[src/hdl/drt_pkg.sv]
// Package for the dirty run tracker: command codes, list capacity and controller/datapath structs.
// No dependencies.
`timescale 1ns / 1ps
`default_nettype none
package drt_pkg;
  localparam logic [2:0] CMD_MARK_ALL  = 3'd0;
  localparam logic [2:0] CMD_CLEAR_ALL = 3'd1;
  localparam logic [2:0] CMD_SHRINK    = 3'd2;
  localparam logic [2:0] CMD_MARK_RNG  = 3'd3;
  localparam logic [2:0] CMD_MARK_ONE  = 3'd4;
  localparam logic [2:0] CMD_APPEND    = 3'd5;
  localparam logic [2:0] CMD_POP       = 3'd6;
  localparam logic [2:0] CMD_FIND      = 3'd7;

  // list capacity and the 32-bit word memory that holds its marks
  localparam int CAPACITY = 1024;
  localparam int WORDS    = CAPACITY / 32;
  localparam int WAW      = $clog2(WORDS);

  // controller to datapath
  typedef struct packed {
    logic load;   // capture input beat, check it
    logic step;   // one word step of a fill or search
    logic finish; // commit counters and format result
  } drt_cmd_t;

  // datapath to controller
  typedef struct packed {
    logic walk;   // accepted command needs word steps
    logic done;   // last word step taken
  } drt_status_t;
endpackage
`default_nettype wire

[src/hdl/drt_ctrl.sv]
// Controller for the dirty run tracker: sequences load, word steps, commit and result.
// Depends on drt_pkg.
`timescale 1ns / 1ps
`default_nettype none
module drt_ctrl (
  input  wire                  clk,
  input  wire                  rst,
  input  wire                  in_valid,
  output logic                 in_stall,
  output logic                 out_valid,
  input  wire                  out_stall,
  output drt_pkg::drt_cmd_t    cmd,
  input  drt_pkg::drt_status_t status
);
  import drt_pkg::*;
  localparam logic [2:0] S_IDLE = 3'd0, S_CHECK = 3'd1, S_WALK = 3'd2, S_FIN = 3'd3,
                         S_OUT = 3'd4;
  logic [2:0] state, state_next;

  assign in_stall  = (state != S_IDLE);
  assign out_valid = (state == S_OUT);

  // next state and commands
  always_comb begin
    state_next = state;
    cmd = '0;
    unique case (state)
      S_IDLE: if (in_valid) begin
        cmd.load = 1'b1;
        state_next = S_CHECK;
      end
      S_CHECK: begin
        if (status.walk) state_next = S_WALK;
        else state_next = S_FIN;
      end
      S_WALK: begin
        cmd.step = 1'b1;
        if (status.done) state_next = S_FIN;
      end
      S_FIN: begin
        cmd.finish = 1'b1;
        state_next = S_OUT;
      end
      S_OUT: if (!out_stall) state_next = S_IDLE;
      default: state_next = S_IDLE;
    endcase
  end

  always_ff @(posedge clk) begin
    if (rst) state <= S_IDLE;
    else state <= state_next;
  end
endmodule
`default_nettype wire

[src/hdl/drt_dp.sv]
// Datapath for the dirty run tracker: word-wide mark memory, counters, run search.
// Depends on drt_pkg.
`timescale 1ns / 1ps
`default_nettype none
module drt_dp (
  input  wire                   clk,
  input  wire                   rst,
  input  drt_pkg::drt_cmd_t     cmd,
  output drt_pkg::drt_status_t  status,
  input  wire  [2:0]            cmd_code,
  input  wire  [10:0]           position,
  input  wire  [10:0]           count,
  output logic                  found,
  output logic [9:0]            run_start,
  output logic [10:0]           run_length,
  output logic [10:0]           list_length,
  output logic                  changed,
  output logic                  error
);
  import drt_pkg::*;

  // one word of marks per row; bits beyond the length are masked off
  logic [31:0]    mem [WORDS];
  logic [31:0]    rdata;         // registered read of the word under work
  logic [2:0]     op;
  logic [11:0]    lo, hi;        // bit window [lo, hi)
  logic [10:0]    num;           // pop count
  logic [10:0]    ecount;
  logic [11:0]    elen;
  logic           flag;
  logic           err;
  logic           walk;
  logic [WAW-1:0] waddr;         // word under work
  logic           in_run;        // search: a run has started
  logic [11:0]    rb, re;        // search: run start and end

  // decode and check
  logic [11:0]    p, c, psum;
  logic           bad;
  logic [11:0]    win_lo, win_hi;
  logic           need_walk;
  logic [WAW-1:0] saddr;         // first word of the window

  // word step
  logic [11:0]    base, wend;
  logic [31:0]    wmask, ones, zeros, above;
  logic [5:0]     fo, fz, fa;    // first marked, first clear, first clear past fo
  logic           stop;          // search: run ends inside this word
  logic           mem_we;
  logic [31:0]    wdata;
  logic [WAW-1:0] raddr;

  // commit
  logic [10:0]    ecount_next;
  logic           flag_next;
  logic           hit;
  logic [10:0]    run_len;

  assign elen = {1'b0, ecount};
  assign status.walk = walk;
  assign status.done = stop || (wend >= hi);

  // check the beat and set up its bit window
  always_comb begin
    p = {1'b0, position};
    c = {1'b0, count};
    psum = p + c;
    unique case (cmd_code) inside
      CMD_SHRINK, CMD_FIND: bad = p > elen;
      CMD_MARK_RNG:         bad = psum > elen;
      CMD_MARK_ONE:         bad = p >= elen;
      CMD_APPEND:           bad = elen >= 12'(CAPACITY);
      CMD_POP:              bad = c > elen;
      default:              bad = 1'b0;
    endcase
    win_lo = 12'd0;
    win_hi = elen;
    need_walk = 1'b0;
    saddr = '0;
    if (!bad) begin
      unique case (cmd_code) inside
        CMD_MARK_ALL, CMD_CLEAR_ALL: need_walk = elen != 12'd0;
        CMD_SHRINK: win_lo = p;
        CMD_MARK_RNG: begin
          win_lo = p; win_hi = psum; need_walk = c != 12'd0;
          saddr = position[WAW+4:5];
        end
        CMD_MARK_ONE: begin
          win_lo = p; win_hi = p + 12'd1; need_walk = 1'b1;
          saddr = position[WAW+4:5];
        end
        CMD_APPEND: begin
          win_lo = elen; win_hi = elen + 12'd1; need_walk = 1'b1;
          saddr = ecount[WAW+4:5];
        end
        CMD_FIND: begin
          win_lo = p; need_walk = p != elen;
          saddr = position[WAW+4:5];
        end
        default: ;
      endcase
    end
  end

  // masks and first-bit encoders for the current word
  always_comb begin
    base = 12'({waddr, 5'd0});
    wend = base + 12'd32;
    for (int i = 0; i < 32; i++)
      wmask[i] = (base + 12'(i) >= lo) && (base + 12'(i) < hi);
    ones  = rdata & wmask;
    zeros = ~rdata & wmask;
    fo = 6'd32;
    for (int i = 31; i >= 0; i--)
      if (ones[i]) fo = 6'(i);
    fz = 6'd32;
    for (int i = 31; i >= 0; i--)
      if (zeros[i]) fz = 6'(i);
    for (int i = 0; i < 32; i++)
      above[i] = zeros[i] && (6'(i) > fo);
    fa = 6'd32;
    for (int i = 31; i >= 0; i--)
      if (above[i]) fa = 6'(i);
    stop = (op == CMD_FIND) && (in_run ? (fz != 6'd32) : (fa != 6'd32));
  end

  // write back the current word, fetch the next one
  always_comb begin
    mem_we = 1'b0;
    wdata = rdata | wmask;
    if (cmd.step) begin
      unique case (op) inside
        CMD_MARK_ALL, CMD_MARK_RNG, CMD_MARK_ONE, CMD_APPEND: mem_we = 1'b1;
        CMD_CLEAR_ALL: begin
          mem_we = 1'b1;
          wdata = rdata & ~wmask;
        end
        default: ;
      endcase
    end
    raddr = cmd.load ? saddr : waddr + WAW'(1);
  end

  always_ff @(posedge clk) begin
    if (mem_we) mem[waddr] <= wdata;
    if (cmd.load || cmd.step) rdata <= mem[raddr];
  end

  // counters and flag after the command
  always_comb begin
    ecount_next = ecount;
    flag_next = flag;
    if (!err) begin
      unique case (op) inside
        CMD_MARK_ALL, CMD_MARK_RNG, CMD_MARK_ONE: flag_next = 1'b1;
        CMD_CLEAR_ALL: flag_next = 1'b0;
        CMD_SHRINK: ecount_next = lo[10:0];
        CMD_APPEND: begin
          ecount_next = ecount + 11'd1;
          flag_next = 1'b1;
        end
        CMD_POP: begin
          ecount_next = ecount - num;
          flag_next = 1'b1;
        end
        default: ;
      endcase
    end
    hit = (op == CMD_FIND) && in_run;
    run_len = 11'(re - rb);
  end

  always_ff @(posedge clk) begin
    if (rst) begin
      ecount <= '0;
      flag <= 1'b0;
      walk <= 1'b0;
      op <= CMD_MARK_ALL;
      err <= 1'b0;
      num <= '0;
      lo <= '0;
      hi <= '0;
      waddr <= '0;
      in_run <= 1'b0;
      rb <= '0;
      re <= '0;
      found <= 1'b0;
      run_start <= '0;
      run_length <= '0;
      error <= 1'b0;
    end else begin
      // capture the beat
      if (cmd.load) begin
        op <= cmd_code;
        err <= bad;
        num <= count;
        lo <= win_lo;
        hi <= win_hi;
        walk <= need_walk;
        waddr <= saddr;
        in_run <= 1'b0;
        rb <= '0;
        re <= '0;
      end else if (cmd.step) begin
        // advance one word; the search tracks where its run starts and ends
        waddr <= waddr + WAW'(1);
        if (op == CMD_FIND) begin
          if (!in_run) begin
            if (fo != 6'd32) begin
              in_run <= 1'b1;
              rb <= base + 12'(fo);
              re <= (fa != 6'd32) ? base + 12'(fa) : ((wend < hi) ? wend : hi);
            end
          end else begin
            re <= (fz != 6'd32) ? base + 12'(fz) : ((wend < hi) ? wend : hi);
          end
        end
      end
      // commit and hold the result
      if (cmd.finish) begin
        ecount <= ecount_next;
        flag <= flag_next;
        error <= err;
        found <= hit;
        run_start <= hit ? rb[9:0] : 10'd0;
        run_length <= hit ? run_len : 11'd0;
      end
    end
  end

  assign list_length = ecount;
  assign changed = flag;
endmodule
`default_nettype wire

[src/hdl/dirty_run_tracker_top.sv]
// Top level of the dirty run tracker: controller plus datapath.
// Depends on drt_pkg, drt_ctrl, drt_dp.
//
//  channel | handshake            | payload
//  in      | in_valid / in_stall  | cmd, position, count
//  out     | out_valid / out_stall| found, run_start, run_length, list_length, changed, error
//
// After a beat is taken: a check state, a word step for each 32-bit mark word that its
// window touches (none for shrink, pop, refused or empty requests; up to 32 for mark
// all, clear all, range or find, and a find stops at the word where its run ends),
// one commit state, then the result. The next beat is taken only once the result of
// the last one has been taken. Reset clears length and flag; the result holds while
// out_stall is high and no new beat is taken meanwhile.
`timescale 1ns / 1ps
`default_nettype none
module dirty_run_tracker_top (
  input  wire         clk,
  input  wire         rst,
  input  wire         in_valid,
  output logic        in_stall,
  input  wire  [2:0]  cmd,
  input  wire  [10:0] position,
  input  wire  [10:0] count,
  output logic        out_valid,
  input  wire         out_stall,
  output logic        found,
  output logic [9:0]  run_start,
  output logic [10:0] run_length,
  output logic [10:0] list_length,
  output logic        changed,
  output logic        error
);
  import drt_pkg::*;
  drt_cmd_t    c;
  drt_status_t s;

  drt_ctrl u_ctrl (
    .clk(clk), .rst(rst), .in_valid(in_valid), .in_stall(in_stall),
    .out_valid(out_valid), .out_stall(out_stall), .cmd(c), .status(s)
  );

  drt_dp u_dp (
    .clk(clk), .rst(rst), .cmd(c), .status(s), .cmd_code(cmd),
    .position(position), .count(count), .found(found), .run_start(run_start),
    .run_length(run_length), .list_length(list_length), .changed(changed),
    .error(error)
  );
endmodule
`default_nettype wire

[config.mk]
export PLATFORM = sky130hd
export DESIGN_NAME = dirty_run_tracker_top
export DESIGN_NICKNAME = d
export VERILOG_FILES = /design/src/hdl/drt_pkg.sv /design/src/hdl/drt_ctrl.sv /design/src/hdl/drt_dp.sv /design/src/hdl/dirty_run_tracker_top.sv
export SDC_FILE = /design/constraint.sdc
export NUM_CORES = 2
export LEC_CHECK = 0
export BUFFER_PORTS_ARGS = -buffer_cell sky130_fd_sc_hd__clkbuf_2
export CAP_MARGIN = 25
export CORE_AREA = 2 2 289 291
export CTS_BUF_LIST = sky130_fd_sc_hd__clkbuf_8
export DETAILED_ROUTE_END_ITERATION = 8
export DIE_AREA = 0 0 291 293
export PLACE_DENSITY_LB_ADDON = 0.3
export SETUP_SLACK_MARGIN = 0.05
export SKIP_CTS_REPAIR_TIMING = 1
export SLEW_MARGIN = 15
export SYNTH_ARGS = -nofsm -noshare
export SYNTH_HDL_FRONTEND = slang
export SYNTH_SLANG_ARGS = --single-unit
export TNS_END_PERCENT = 100
[constraint.sdc]
create_clock -name clk -period 12.4 [get_ports clk]
set_input_delay 2.48 -clock clk [delete_from_list [all_inputs] [get_ports clk]]
set_output_delay 2.48 -clock clk [all_outputs]
set_load 0.05 [all_outputs]
==> flow_metrics.py <==
metrics = {
    "logic_synthesis": {
        "yosys_most_used_dff": "sky130_fd_sc_hd__edfxtp_1",
        "post_synth.cell_area_avg_um2": 11.07,
        "synth-seq-cells": 1161,
        "netlist.top_cell.by_area": "sky130_fd_sc_hd__edfxtp_1",
        "synth_largest_type_area_fraction": 0.6003,
        "synth-edff-count": 1056,
        "synthTopCellsByArea": "sky130_fd_sc_hd__edfxtp_1 (60%), sky130_fd_sc_hd__nand2_1 (8.5%), sky130_fd_sc_hd__dfxtp_1 (4.0%), sky130_fd_sc_hd__a21oi_1 (3.7%), sky130_fd_sc_hd__ha_1 (2.2%)",
        "async_reset_ff_frac": 0,
        "seq_area_frac_synth": 0.6401,
        "synthCells": 4770,
        "area_of_the_mapped_netlist_um2": 52830,
        "ys_types": 103,
        "syn-num-nets": 4895,
        "yosys_warnings": 0,
    },
    "critical_path": {
        "rr_startpoint": "u_dp.waddr[4]",
        "cp-startpoint": "position[0]",
        "critPathRequiredTime_ps": 13000,
        "crit_path_cell_trace": "clkbuf_2 -> ha_1 -> fa_1 -> a21o_1 -> a21oi_1 -> o21bai_1 -> a21oi_1 -> o21bai_1 -> a21oi_1 -> xnor2_1 -> ha_1 -> a21o_1 -> a211oi_1 -> nand2_1 -> o21ai_0 -> nor4b_1 -> and2_1 -> a22o_2 -> nand2b_4 -> buf_4 -> a21oi_1 -> or3_1 -> a41oi_1 -> nor4_1",
        "cpPeakStageDelay_ps": 930,
        "worstSetupEndpointType": "flip-flop",
        "cp_data_arrival_time_ps": 9690,
        "rr_worst_depth": 20,
        "critical_path.max_fanout": 64,
        "slowest_stage": "sky130_fd_sc_hd__nand2b_4",
        "critical-path-top-cell-by-count": "sky130_fd_sc_hd__a21oi_1",
        "setup.reg_to_reg.worst_slack_ps": 4620,
        "worstSetupPathType": "primary input to flip-flop",
        "cp-start-kind": "primary input",
        "crit-reg2reg-capture": "u_dp.re[10]",
    },
    "sta": {
        "grt_setup_unrepaired": "false",
        "fin_crit_ps": 9090,
        "max_slew.worst_pin.slew_ps": 1140,
        "setup_viol": 0,
        "final.period_utilization": 0.7331,
        "finClkSkew_ps": 48.54,
        "setup_tns_ps": 0,
        "slew-limit-headroom": 0.2400,
        "max_clock_freq_mhz": 110.0,
        "timing_hold_violations_final": 0,
        "drv_slew": 0,
    },
    "global_route": {
        "grt_usage": 0.3824,
        "largest_net_degree_at_the_start_of_global_routing": 201,
        "number_of_global_route_vias_before_repair": 37965,
        "grt_overflow_total": 0,
        "grt_pass1_wl_mm": 239.7,
        "antenna_found_initial": 4,
    },
    "floorplan": {
        "dieWidth_um": 291,
        "floorplan.die.height_um": 293,
        "start_util": 0.6454,
        "fp.coreArea_um2": 81850,
        "floorplan.die_area_um2": 85260,
        "ioPinCount": 66,
        "rows": 105,
    },
    "cells_and_area": {
        "final_cell_count_no_fill": 6061,
        "design.final.nets": 4967,
        "share_of_final_layout_standard_cells_stronger_than_drive_strength_1": 0.1038,
        "layout.cell_area.non_filler_um2": 57960,
        "flow.area_growth_from_synthesis_pct": 9.720,
        "fillerInstances": 5683,
    },
    "place": {
        "numPlacedInstances": 5728,
        "hpwl_mm": 94.34,
        "numPortBuffers": 65,
        "gp_congestion": 1.024,
        "placedInstanceArea_um2": 54580,
    },
    "routing": {
        "drtAntennaViolNets": 1,
        "detailedRoute.firstIterationViolations": 5913,
        "drt_via_density": 6.675,
        "detail_route.wirelength_mm": 163.9,
        "drc_errors": 0,
        "first_pass_iters": 8,
        "post_drt_wl_per_cell_um": 27.04,
        "vias": 40455,
    },
    "hold_path": {
        "whs_path_depth": 2,
        "worst_hold_startpoint": "u_dp.num[4]",
        "min_delay_worst_endpoint": "u_dp.num[4]",
        "holdCritPathClass": "flip-flop to flip-flop",
    },
    "cts": {
        "worst_skew_pair_latency_ps": 880,
        "cts_tree": "built",
        "clkSlewWorstSetupHoldPaths_ps": 60,
        "htree_levels": 4,
        "cts_inserted_buffers": 177,
        "clock_tree.buffer_depth": 3,
        "numClockSinks": 1161,
        "ctsRootBufferMaster": "sky130_fd_sc_hd__clkbuf_8",
    },
    "run_status": {
        "outcome": "complete, but fails checks",
        "violations": "antenna rules",
    },
    "flow_run": {
        "timing.max_cap.violations": 0,
    },
}
==> cells in the mapped netlist, drive strengths merged (5+ instances only) <==
master   instances
a211oi          44
or2             11
and2            21
xnor2           30
and3           169
o21a            16
inv             83
a211o            7
nand3          173
nand3b           9
o21ai          189
nor2           200
o211ai          14
a21o            24
o21bai          13
buf             53
nand4           18
ha              93
xor2            20
o221ai          12
a22o             5
nor3            77
a221oi          14
nand2b          25
a2111oi         14
nor4            60
clkbuf         222
mux2            23
dfxtp          105
nor2b           18
or3            107
edfxtp        1056
a21boi           6
a41oi           35
a22oi           23
mux2i           26
a31oi           50
a21oi          399
o2111ai         10
nand2         1200
o31ai           14
o22ai           13
==> routing by layer <==
metal  routed length [µm]  GRT usage  vias to the layer above
met3                21790     0.1020                      589
met1                59720     0.5133                    19342
met2                72540     0.5733                     2885
li1                     -          -                    17637
met5                   13          0                        -
met4                 9829     0.2098                        2
==> sequential cells by signal (all words and copies together) (netlist names), 10 cells and up <==
| name | count |
|---|---|
| u_dp.mem | 1024 |
| u_dp.rdata | 32 |
| u_dp.hi | 12 |
| u_dp.list_length | 11 |
| u_dp.lo | 11 |
| u_dp.num | 11 |
| u_dp.rb | 11 |
| u_dp.re | 11 |
| u_dp.run_length | 11 |
| u_dp.run_start | 10 |
==> kinds of logic after synthesis <==
group / count (synthesis) / synth area share
adders and majority gates: 96 / 0.02316
AOI/OAI and AO/OA: 944 / 0.1116
xor gates and xnor gates: 50 / 0.008290
buffers and inverters: 358 / 0.02641
muxes: 49 / 0.009829
DFF: 1161 / 0.6401
and+or+nand+nor: 2112 / 0.1806
==> through the flow <==
stage | utilization | hold slack [ps] | setup WS (ps)
3_3_place_gp | 0.6664 | 444.6 | 2800
5_1_grt | 0.7080 | 484.1 | 2908
6_report | 0.7082 | 458.1 | 3310
4_1_cts | 0.7072 | 461.6 | 3464
3_5_place_dp | 0.6669 | 452.4 | 2568
2_1_floorplan | - | 419.9 | 4850
==> layout by cell type (no fill, tap or decap), drive strengths merged, types with 14 or more instances in the layout <==
| cell type | n |
|---|---|
| nand4 | 18 |
| a31oi | 50 |
| and2 | 21 |
| and3 | 169 |
| o21a | 16 |
| a21o | 24 |
| clkinv | 47 |
| or3 | 107 |
| xnor2 | 30 |
| a21oi | 399 |
| nand2b | 25 |
| mux2i | 26 |
| o211ai | 14 |
| buf | 102 |
| a211oi | 44 |
| nor2 | 200 |
| inv | 164 |
| a2111oi | 14 |
| dfxtp | 105 |
| nand2 | 1200 |
| o21ai | 189 |
| o31ai | 14 |
| a221oi | 14 |
| edfxtp | 1056 |
| nor4 | 60 |
| a41oi | 35 |
| xor2 | 20 |
| clkbuf | 255 |
| nor3 | 77 |
| nand3 | 173 |
| ha | 93 |
| mux2 | 23 |
| nor2b | 18 |
| a22oi | 23 |
==> critical path: cells and delay by family <==
kind                     cells  cell delay, ps
AO/OA/AOI/OAI               12            2740
XOR/XNOR                     1             180
adder cells (fa/ha/maj)      3             930
buffers and inverters        2             670
AND/OR/NAND/NOR              6            2630
==> layout make-up <==
| class | instances | area (µm²) | area share |
|---|---|---|---|
| antenna | 8 | 20.02 | 0.0003454 |
| clock buffer | 189 | 2601 | 0.04488 |
| clock inverter | 131 | 699.4 | 0.01207 |
| inverter | 83 | 311.5 | 0.005375 |
| multi-input combinational | 3251 | 17990 | 0.3105 |
| sequential | 1161 | 33810 | 0.5834 |
| tap | 1070 | 1339 | 0.02310 |
| timing repair buffer | 168 | 1184 | 0.02042 |
==> worst max-delay path by stage <==
| stage | end | cells after the start |
|---|---|---|
| after global placement | u_dp.rdata[8] | 24 |
| after global routing | u_dp.rdata[20] | 26 |
| after detailed placement | u_dp.rdata[20] | 24 |
| after CTS | u_dp.rdata[20] | 24 |
| after floorplan | u_dp.rdata[0] | 26 |
| final | u_dp.rdata[20] | 24 |
Power is left out: the tool's default activity adds up to more than one toggle a clock period on the data nets, which glitch-free logic cannot reach.
